## src/sv/spqb_pkg.sv

```systemverilog
// Shared types, constants and sine tables for the sprite quad batcher.
// No dependencies; every other file imports this package.
package spqb_pkg;

  localparam int COORD_W    = 24;
  localparam int MAX_QUADS  = 16;
  localparam int QUAD_W     = $clog2(MAX_QUADS + 1);
  localparam int SINE_BITS  = 10;
  localparam int SINE_ENTRIES = 1 << SINE_BITS;
  localparam int SLOT_W     = 10;
  localparam int CNT_W      = 11;
  localparam int TEX_W      = 16;

  localparam logic [1:0] IK_DRAW    = 2'd0;
  localparam logic [1:0] IK_OFFSET  = 2'd1;
  localparam logic [1:0] IK_FLUSH   = 2'd2;
  localparam logic [1:0] IK_UNKNOWN = 2'd3;

  localparam logic [1:0] RK_VERTEX = 2'd0;
  localparam logic [1:0] RK_INDEX  = 2'd1;
  localparam logic [1:0] RK_FLUSH  = 2'd2;

  localparam longint Q30_ONE     = 64'sd1073741824;
  localparam longint Q30_TWO_PI  = 64'sd6746518852;
  localparam longint Q30_PI      = 64'sd3373259426;
  localparam longint Q30_HALF_PI = 64'sd1686629713;

  typedef logic signed [15:0] sine_tab_t [SINE_ENTRIES];

  // t * a^2 in Q30; both operands are non-negative, so the shift is a floor divide
  function automatic longint taylor_sq(longint t, longint a);
    return (((t * a) >>> 30) * a) >>> 30;
  endfunction

  // Q14 sine of a Q30 angle in [0, 2.5 pi) by an eight-term Taylor series;
  // evaluated at elaboration only, to fill the tables
  function automatic logic signed [15:0] sin_q14(longint ang);
    longint a;
    longint t;
    longint s;
    bit     neg;
    a   = ang;
    neg = 1'b0;
    if (a >= Q30_TWO_PI) a = a - Q30_TWO_PI;
    if (a > Q30_PI) begin
      a   = a - Q30_PI;
      neg = 1'b1;
    end
    if (a > Q30_HALF_PI) a = Q30_PI - a;
    if (a < 0) a = 0;
    t = a;
    s = a;
    t = taylor_sq(t, a) / 64'sd6;
    s = s - t;
    t = taylor_sq(t, a) / 64'sd20;
    s = s + t;
    t = taylor_sq(t, a) / 64'sd42;
    s = s - t;
    t = taylor_sq(t, a) / 64'sd72;
    s = s + t;
    t = taylor_sq(t, a) / 64'sd110;
    s = s - t;
    t = taylor_sq(t, a) / 64'sd156;
    s = s + t;
    t = taylor_sq(t, a) / 64'sd210;
    s = s - t;
    if (s < 0) s = 0;
    s = (s + 32768) >>> 16;
    return neg ? 16'(-s) : 16'(s);
  endfunction

  function automatic sine_tab_t build_tab(bit cosine);
    sine_tab_t tab;
    longint    ang;
    for (int i = 0; i < SINE_ENTRIES; i++) begin
      ang    = (longint'(i) * Q30_TWO_PI) >>> SINE_BITS;
      tab[i] = sin_q14(cosine ? ang + Q30_HALF_PI : ang);
    end
    return tab;
  endfunction

  localparam sine_tab_t SIN_TAB = build_tab(1'b0);
  localparam sine_tab_t COS_TAB = build_tab(1'b1);

  function automatic logic [1:0] tri_corner(logic [2:0] i);
    logic [1:0] c;
    unique case (i)
      3'd0:    c = 2'd0;
      3'd1:    c = 2'd1;
      3'd2:    c = 2'd2;
      3'd3:    c = 2'd0;
      3'd4:    c = 2'd2;
      3'd5:    c = 2'd3;
      default: c = 2'd0;
    endcase
    return c;
  endfunction

  typedef struct packed {
    logic               load_off;
    logic               load;
    logic               prep;
    logic               mul;
    logic               add;
    logic               rot;
    logic               out_vtx;
    logic               out_idx;
    logic               out_flush;
    logic               last;
    logic [1:0]         corner;
    logic [SLOT_W-1:0]  slot;
    logic [TEX_W-1:0]   flush_tex;
    logic [CNT_W-1:0]   flush_cnt;
  } cmd_t;

  typedef struct packed {
    logic out_free;
  } status_t;

endpackage

```

## src/sv/spqb_ctrl.sv

```systemverilog
// Sequencer: batch state, flush decisions and the order of result transactions.
// Depends on spqb_pkg; drives the datapath through cmd_t.
module spqb_ctrl import spqb_pkg::*; (
  input  logic             clk,
  input  logic             rst,
  input  logic             item_valid,
  output logic             item_ready,
  input  logic [1:0]       item_kind,
  input  logic [TEX_W-1:0] item_tex,
  input  status_t          status,
  output cmd_t             cmd
);

  typedef enum logic [7:0] {
    ST_IDLE  = 8'b0000_0001,
    ST_FLUSH = 8'b0000_0010,
    ST_PREP  = 8'b0000_0100,
    ST_MUL   = 8'b0000_1000,
    ST_ADD   = 8'b0001_0000,
    ST_ROT   = 8'b0010_0000,
    ST_VTX   = 8'b0100_0000,
    ST_IDX   = 8'b1000_0000
  } state_t;

  state_t            state, state_next;
  logic [QUAD_W-1:0] quads;
  logic [TEX_W-1:0]  cur_tex;
  logic [TEX_W-1:0]  draw_tex;
  logic              draw_pending;
  logic [1:0]        corner;
  logic [2:0]        idx;
  logic              accept;
  logic              need_flush;

  assign item_ready = (state == ST_IDLE);
  assign accept     = item_valid && item_ready;
  assign need_flush = ((quads != '0) && (cur_tex != item_tex)) ||
                      (quads >= QUAD_W'(MAX_QUADS));

  always_comb begin
    state_next = state;
    unique case (state)
      ST_IDLE: begin
        if (accept) begin
          if (item_kind == IK_FLUSH) state_next = ST_FLUSH;
          else if (item_kind == IK_DRAW) state_next = need_flush ? ST_FLUSH : ST_PREP;
        end
      end
      ST_FLUSH: if (status.out_free) state_next = draw_pending ? ST_PREP : ST_IDLE;
      ST_PREP:  state_next = ST_MUL;
      ST_MUL:   state_next = ST_ADD;
      ST_ADD:   state_next = ST_ROT;
      ST_ROT:   state_next = ST_VTX;
      ST_VTX:   if (status.out_free) state_next = (corner == 2'd3) ? ST_IDX : ST_MUL;
      ST_IDX:   if (status.out_free && idx == 3'd5) state_next = ST_IDLE;
      default:  state_next = ST_IDLE;
    endcase
  end

  always_comb begin
    cmd           = '0;
    cmd.load_off  = accept && (item_kind == IK_OFFSET);
    cmd.load      = accept && (item_kind == IK_DRAW);
    cmd.prep      = (state == ST_PREP);
    cmd.mul       = (state == ST_MUL);
    cmd.add       = (state == ST_ADD);
    cmd.rot       = (state == ST_ROT);
    cmd.corner    = corner;
    cmd.flush_tex = cur_tex;
    cmd.flush_cnt = CNT_W'(quads) * CNT_W'(6);
    unique case (state)
      ST_FLUSH: begin
        cmd.out_flush = status.out_free;
        cmd.last      = !draw_pending;
      end
      ST_VTX: begin
        cmd.out_vtx = status.out_free;
        cmd.slot    = SLOT_W'({quads, corner});
      end
      ST_IDX: begin
        cmd.out_idx = status.out_free;
        cmd.slot    = SLOT_W'({quads, tri_corner(idx)});
        cmd.last    = (idx == 3'd5);
      end
      default: ;
    endcase
  end

  always_ff @(posedge clk) begin
    if (rst) begin
      state        <= ST_IDLE;
      quads        <= '0;
      cur_tex      <= '0;
      draw_pending <= 1'b0;
      corner       <= '0;
      idx          <= '0;
    end else begin
      state <= state_next;
      if (accept) begin
        draw_pending <= (item_kind == IK_DRAW);
        draw_tex     <= item_tex;
      end
      if (cmd.out_flush) begin
        quads   <= '0;
        cur_tex <= '0;
      end
      if (cmd.prep) corner <= '0;
      if (cmd.out_vtx) begin
        corner <= corner + 2'd1;
        idx    <= '0;
      end
      if (cmd.out_idx) begin
        idx <= idx + 3'd1;
        if (idx == 3'd5) begin
          quads        <= quads + QUAD_W'(1);
          cur_tex      <= draw_tex;
          draw_pending <= 1'b0;
        end
      end
    end
  end

endmodule

```

## config.mk

```make
export PLATFORM = sky130hd
export DESIGN_NAME = spqb_ctrl
export DESIGN_NICKNAME = d
export VERILOG_FILES = /design/src/sv/spqb_pkg.sv /design/src/sv/spqb_ctrl.sv
export SDC_FILE = /design/constraint.sdc
export NUM_CORES = 1
export LEC_CHECK = 0
export ABC_AREA = 1
export ABC_CLOCK_PERIOD_IN_PS = 4000
export BUFFER_PORTS_ARGS = -buffer_cell sky130_fd_sc_hd__buf_2
export CAP_MARGIN = 20
export CORE_UTILIZATION = 50
export CTS_CLUSTER_SIZE = 16
export DETAILED_ROUTE_END_ITERATION = 7
export PLACE_DENSITY = 0.84
export SLEW_MARGIN = 20
export SYNTH_ARGS = -nofsm -noshare
export SYNTH_HDL_FRONTEND = slang
export SYNTH_SLANG_ARGS = --single-unit
export TNS_END_PERCENT = 100
```

## constraint.sdc

```tcl
create_clock -name clk -period 4 [get_ports clk]
set_input_delay 0.8 -clock clk [delete_from_list [all_inputs] [get_ports clk]]
set_output_delay 0.8 -clock clk [all_outputs]
set_load 0.005 [all_outputs]
```

# ---- Yosys cells after proc, flatten, opt, wreduce, memory -nomap -nowiden
# Index checks and enable logic that the tools add are counted.
dict set report word_totals {
  regBits 51
  inputBits 22
  out_inout_bits 50
  elab_cells 77
}
dict set report op_classes {
  addsub 3
  n_mul 1
  n_lt_le_gt_ge 1
  eq_ne 21
  mux 29
  n_bitwise 1
  reduce_logical 14
}
# op n
set ops {}
lappend ops {{$pmux W8 S8} 1}
lappend ops {{$mux W8} 7}
lappend ops {{$mux W16} 3}
lappend ops {{$ne A16 B16 Y1} 1}
lappend ops {{$mux W5} 3}
lappend ops {{$pmux W7 S2} 1}
lappend ops {{$mux W3} 4}
lappend ops {{$eq A8 B1 Y1 const B} 1}
lappend ops {{$eq A8 B2 Y1 const B} 1}
lappend ops {{$eq A8 B3 Y1 const B} 1}
lappend ops {{$eq A8 B4 Y1 const B} 1}
lappend ops {{$eq A8 B5 Y1 const B} 1}
lappend ops {{$eq A8 B6 Y1 const B} 1}
lappend ops {{$eq A8 B7 Y1 const B} 1}
lappend ops {{$eq A8 B8 Y1 const B} 1}
lappend ops {{$mul A5 B2 Y7 const B} 1}
lappend ops {{$eq A3 B3 Y1 const B} 2}
lappend ops {{$mux W1} 6}
lappend ops {{$ne A2 B2 Y1 const B} 3}
lappend ops {{$pmux W2 S3} 1}
lappend ops {{$add A5 B1 Y5 const B} 1}
lappend ops {{$ge A5 B5 Y1 const B} 1}
lappend ops {{$logic_and A1 B1 Y1} 5}
lappend ops {{$reduce_and A5 Y1} 1}
lappend ops {{18 further kinds} 21}

# ---- Longest topological paths before layout
# Gate-level depths: netlist of the first run.
dict set report logic_depth {
  depth_word 8
  depth_mapped 12
  mapped_depth_nobuf 12
}

# ---- Worst setup path before layout of the first run
# OpenSTA, ideal clock, no wires.
dict set report synth_path {
  path_type {input port to flip-flop}
  start {input rst}
  end {register draw_tex[0] (enable)}
  setup_ps 409
  arrival_time_ps 2176
  required_ps 3591
  setup_slack_ps 1415
  cell_stages 2
  path_buffers 1
  path_cell_list {clkbuf_1 > nor3_1}
}
dict set report synth_via {
  elab_chain_len 2
}
# element line
set synth_rtl {}
lappend synth_rtl {{from (decl)} spqb_ctrl.sv:5} ;# input logic rst,
lappend synth_rtl {{$not A1 Y1 (no line)} --}
lappend synth_rtl {{$reduce_and A2 Y1 (no line)} --}
lappend synth_rtl {{to (signal assigned)} spqb_ctrl.sv:101} ;# draw_tex <= item_tex;
lappend synth_rtl {{to (decl)} spqb_ctrl.sv:28} ;# logic [TEX_W-1:0] draw_tex;
# Every way passes these cells.
# A chain may end at the register's enable or synchronous reset.

==> reports/results.ini, run 1 <==
[drt]
first_pass_iters=4
routed_wl_um=5770
ant_nets=0
drtIter0Drc=112
via_per_inst=4.87
wl_per_cell_um=11.2
drc=0
num_vias=2497

[hold_path]
holdCritPathClass=reg -> reg

[logic_synthesis]
ys_top_cells_by_area=dfxtp_1 25%, edfxtp_1 17%, nand2_1 12%
synth_top_area_frac=0.248
synth_top_flop_cell=dfxtp_1
ys_ff_latch=51
synth_top_area_cell=dfxtp_1
avgSynthCellArea_um2=7.51
yosysUniqueCellTypes=36
ys_seq_area_frac=0.417
synth_edf_count=16
yosysMostFrequentCell=nand2_1
synthTopCellsByCount=87 x nand2_1, 72 x inv_1, 35 x dfxtp_1, 35 x nor2_1, 24 x nand3_1
ys_warn_count=0
syn_inst=377
async_flop_share=0
syn_area_um2=2830

[worst_setup_path]
crit_fanout=4
arrival_ns=1.89
crit_path_start_kind=register
cpPeakStageDelay_ns=0.39
path_class=reg -> out
crit_chain=ha_1 > inv_1 > fa_1 > o21ai_0 > a21oi_1 > xor2_1 > buf_2
slowest_stage=fa_1
critPathRequiredTime_ns=3.20
cp-end-kind=output port

[outcome]
status=complete, no violations

[clocking]
h-tree-depth=2
cts_tree=yes
cts-hold-fix-buffers=0
cts.clk_slew.worst_paths_ns=0.10
cts_setup_buffers=0
clock_sinks=51
clock_path_buffers=2
clk_latency_ns=0.30
cts_made_buffers=5
cts-resized-gates=0
cts_root_buffer=clkbuf_8

[timing]
slew_violations=0
max_freq_mhz=371
tightest_slew_ns=0.785
final_hold_viol_count=0
skew_ns=0.0134
relSlewSlack=0.477
rsz0062_at_grt=no
finalSetupViolCount=0
final.setup.tns_ns=0
holdWs_ns=0.466
post-route-period-util=0.674
fin_crit_ns=2.69

[cells_and_area]
syn2layout_area_growth_pct=14.8
regArea_um2=1180
finalNonFillerCells=513
fin_util=0.594
multiInputGateArea_um2=1280
fillers=520
num_antenna_cells=0
nets=476
drive_above_1_share=0.224

[power_and_ir_drop]
ir_drop_v=0.000213
power_density_nw_per_um2=345
power_leakage_nw=1.64
finalPower_mw=1.12

[global_routing]
grt_pass1_vias=2250
grt_max_degree=26
use_met2=0.345
use_met1=0.273
met3_usage=0.0476
track_usage=0.211
antenna_found_initial=0
grt.overflow.total=0
grt_pass1_wl_um=9970
grt.busiest_layer=met2

[die]
start_util=0.517
fp-row-count=27
die_area_um2=5970
dieHeight_um=77.2
fp.dieW_um=77.2
core_area_um2=5470
io_pins=72

[placement]
place.gp.congestion=0.882
detailed_place_hpwl_um=4470
io_buffers=64
dp_cells=505

[flow_run]
max-cap-violations=0

==> cell usage in the layout (no fill, tap or decap), drive strengths merged, types with 6 or more instances in the layout <==
cell type | synthesis | final
edfxtp | 16 | 16
clkbuf | 3 | 6
o21ai | 29 | 29
nand2 | 91 | 91
a21oi | 12 | 12
nor3 | 9 | 9
ha | 13 | 13
nand3 | 26 | 26
dfxtp | 35 | 35
inv | 75 | 76
conb | 1 | 7
nor2 | 40 | 40
buf | 12 | 65
==> through the flow <==
stage	worst slack, ns	cell area (um2)
2_1_floorplan	1.41	2850
3_3_place_gp	1.51	3170
3_5_place_dp	1.38	3170
4_1_cts	1.29	3250
5_1_grt	1.14	3250
6_report	1.31	3250
==> routing by layer <==
layer	vias to the layer above	wire length [um]
met5	-	0
met4	0	65
met3	8	288
met2	76	2720
met1	1125	2690
li1	1288	-
==> worst paths after layout <==
| kind | start | to | slack, ns | cells after the start |
|---|---|---|---|---|
| max reg2reg | idx[1] | cur_tex[4] | 1.99 | 8 |
| min reg2reg | draw_tex[0] | cur_tex[0] | 0.47 | 2 |
| min | draw_tex[0] | cur_tex[0] | 0.47 | 2 |
| max | quads[0] | cmd[6] | 1.31 | 7 |
==> where the power goes <==
part           internal (mW)  switching [mW]  leakage [nW]
logic                 0.0744           0.159          1.16
registers              0.578          0.0203         0.430
clock network          0.123           0.165        0.0455
total                  0.776           0.344          1.64
==> layout make-up <==
cell class	count	area share
clock buffers	6	0.0223
clock inverters	2	0.00347
inverters	75	0.0874
multi-input cells	242	0.395
flip-flops and latches	51	0.363
well taps	72	0.0277
repair buffers	65	0.101
==> cells by family after synthesis <==
logic type / synth area share
other: 0.00132
XOR/XNOR: 0.00929
buffers and inverters: 0.139
AO/OA/AOI/OAI: 0.101
adder cells (fa/ha/maj): 0.0645
AND/OR/NAND/NOR: 0.267
flip-flops: 0.417
==> flip-flops by register name, summed over array words and instances (netlist names) <==
| signal | cells |
|---|---|
| cur_tex | 16 |
| draw_tex | 16 |
| state | 8 |
| quads | 5 |
| idx | 3 |
| corner | 2 |
| draw_pending | 1 |
==> worst max-delay path: cells and delay by family (launching register included) <==
| kind | cells | cell delay (ns) |
|---|---|---|
| fa+ha+maj | 2 | 0.61 |
| flops | 1 | 0.38 |
| xor+xnor | 1 | 0.14 |
| buf+inv | 2 | 0.20 |
| compound gates | 2 | 0.27 |
No activity file was read; power rests on OpenSTA's default activity.
==> run 2: changes to the inputs <==
- ABC_CLOCK_PERIOD_IN_PS: 4000 -> 2300
- CORE_UTILIZATION: 50 -> 48
- clock period: 4 -> 2.3 ns (I/O delays scaled with it)
==> reports/results.ini, run 2 (synthesized netlist as in run 1, its figures left out) <==
[timing]
holdWs_ns=0.360  ; -0.106 ns
skew_ns=0.00943  ; -0.00400 ns
max_freq_mhz=461
fin_crit_ns=2.17
finalSetupViolCount=0  ; unchanged
final_hold_viol_count=0  ; unchanged
relSlewSlack=0.457  ; -0.0203
tightest_slew_ns=0.815  ; +0.0305 ns
post-route-period-util=0.943
finalWorstSetupSlack_ns=0.131  ; -1.17 ns
slew_violations=0  ; unchanged

[worst_setup_path]
crit_fanout=4  ; unchanged
arrival_ns=1.71  ; -0.18 ns
cp-end-kind=output port
critPathRequiredTime_ns=1.84  ; -1.36 ns
rr_worst_depth=8  ; unchanged
r2r_start=idx[1]
path_class=reg -> out
crit_path_start_kind=register
rr_endpoint=cur_tex[5]
r2r_setup_slack_ns=0.26  ; -1.73 ns

[clocking]
cts-hold-fix-buffers=0  ; unchanged
clock_sinks=51  ; unchanged
h-tree-depth=2  ; unchanged
clock_path_buffers=2  ; unchanged
cts.clk_slew.worst_paths_ns=0.09  ; about the same
clk_latency_ns=0.30  ; about the same
cts_made_buffers=5  ; unchanged
cts_tree=yes
cts_root_buffer=clkbuf_8

[cells_and_area]
reg_top3=cur_tex: 16 flops, draw_tex: 16 flops, state: 8 flops
final_common_cell=nand2_1
num_antenna_cells=0  ; unchanged
fillers=524  ; +0.77%
syn2layout_area_growth_pct=16.3
layout_common_cells=87 x nand2_1, 72 x inv_1, 64 x buf_2, 35 x nor2_1, 31 x dfxtp_1
nets=479  ; +0.63%
fin_util=0.587  ; -0.00672
drive_above_1_share=0.241  ; +0.0165

[hold_path]
holdCritPathClass=in -> reg
hold_start=item_tex[10]
worst_hold_path.num_cells=1  ; -1
whs_endpoint=draw_tex[10]

[drt]
first_pass_iters=4  ; unchanged
ant_nets=0  ; unchanged
via_per_inst=4.76  ; -2.2%
num_vias=2457  ; -1.6%
drc=0  ; unchanged
wl_per_cell_um=11.6  ; +2.9%
routed_wl_um=5960  ; +3.5%
drtIter0Drc=152  ; +36%

[power_and_ir_drop]
ir_drop_v=0.000346  ; +62%
power_leakage_nw=1.65  ; +0.76%
power_density_nw_per_um2=592  ; +72%

[outcome]
status=complete, no violations

[die]
die_area_um2=6210  ; +4.1%
io_pins=72  ; unchanged
fp.dieW_um=78.8  ; +2.0%
core_area_um2=5610  ; +2.5%
dieHeight_um=78.8  ; +2.0%
fp-row-count=27  ; unchanged
start_util=0.505  ; -0.0125

[flow_run]
max-cap-violations=0  ; unchanged

[global_routing]
grt_pass1_vias=2278  ; +1.2%
grt_pass1_wl_um=9770  ; -2.0%
grt_max_degree=25  ; -3.8%
antenna_found_initial=0  ; unchanged
grt.overflow.total=0  ; unchanged
track_usage=0.199  ; -0.0115

[placement]
detailed_place_hpwl_um=4450  ; -0.31%
io_buffers=64  ; unchanged
place.gp.congestion=0.820  ; -7.1%
dp_slack_ns=0.232  ; -1.15 ns

==> run 2: worst max path at each step <==
stage / slack, ns / startpoint / to / depth (start not counted)
finish: 0.13 / quads[0] / cmd[6] / 7
global route: -0.003 / quads[2] / cmd[5] / 7
CTS: 0.01 / quads[0] / cmd[6] / 7
detailed placement: 0.23 / status / cur_tex[1] / 7
global placement: 0.29 / quads[0] / cmd[6] / 7
floorplan: 0.05 / state[4] / draw_tex[0] / 5
==> run 2: where the power goes <==
| part | leakage (nW) | switching (mW) | total, mW | internal [mW] |
|---|---|---|---|---|
| sequential | 0.432 | 0.0361 | 1.04 | 1.00 |
| combinational | 1.18 | 0.281 | 0.411 | 0.131 |
| clock | 0.0422 | 0.282 | 0.496 | 0.214 |
==> run 2: layout make-up <==
class	instances	area [um2]	share of cell area
inverter	75	284	0.0863
timing repair buffer	68	350	0.106
sequential	51	1190	0.361
clock inverter	1	5.00	0.00152
multi-input combinational	242	1300	0.394
tap	72	90.1	0.0274
clock buffer	7	76.3	0.0232
==> run 2: routing by layer <==
layer | routed length (um) | part of all wire | GRT usage
met1 | 2670 | 0.45 | 0.239
met2 | 2900 | 0.49 | 0.354
met3 | 365 | 0.061 | 0.0448
met4 | 34 | 0.0057 | 0.0574
met5 | 0 | 0 | 0
==> run 2: what timing repair did <==
item	4_1_cts	5_1_grt
setup buffers	0	1
gates cloned	0	0
endpoints found under the setup margin	1	2
pin swaps	0	0
resized for setup	4	5
==> run 2: worst max-delay path, cell delays in order, from the launching register on <==
cell and delay (ns):
dfxtp_4 0.38, ha_4 0.15, inv_1 0.05, fa_2 0.34, o21ai_1 0.14, a21oi_1 0.08
xor2_1 0.14, buf_2 0.13
==> run 2: through the flow <==
step	power [mW]	instances	setup TNS, ns	cell area (um2)
6_report	1.95	516	0	3290
5_1_grt	2.06	516	-0.00287	3290
4_1_cts	1.96	515	0	3270
3_5_place_dp	1.47	507	0	3180
3_3_place_gp	1.45	507	0	3180
2_1_floorplan	1.35	383	0	2850
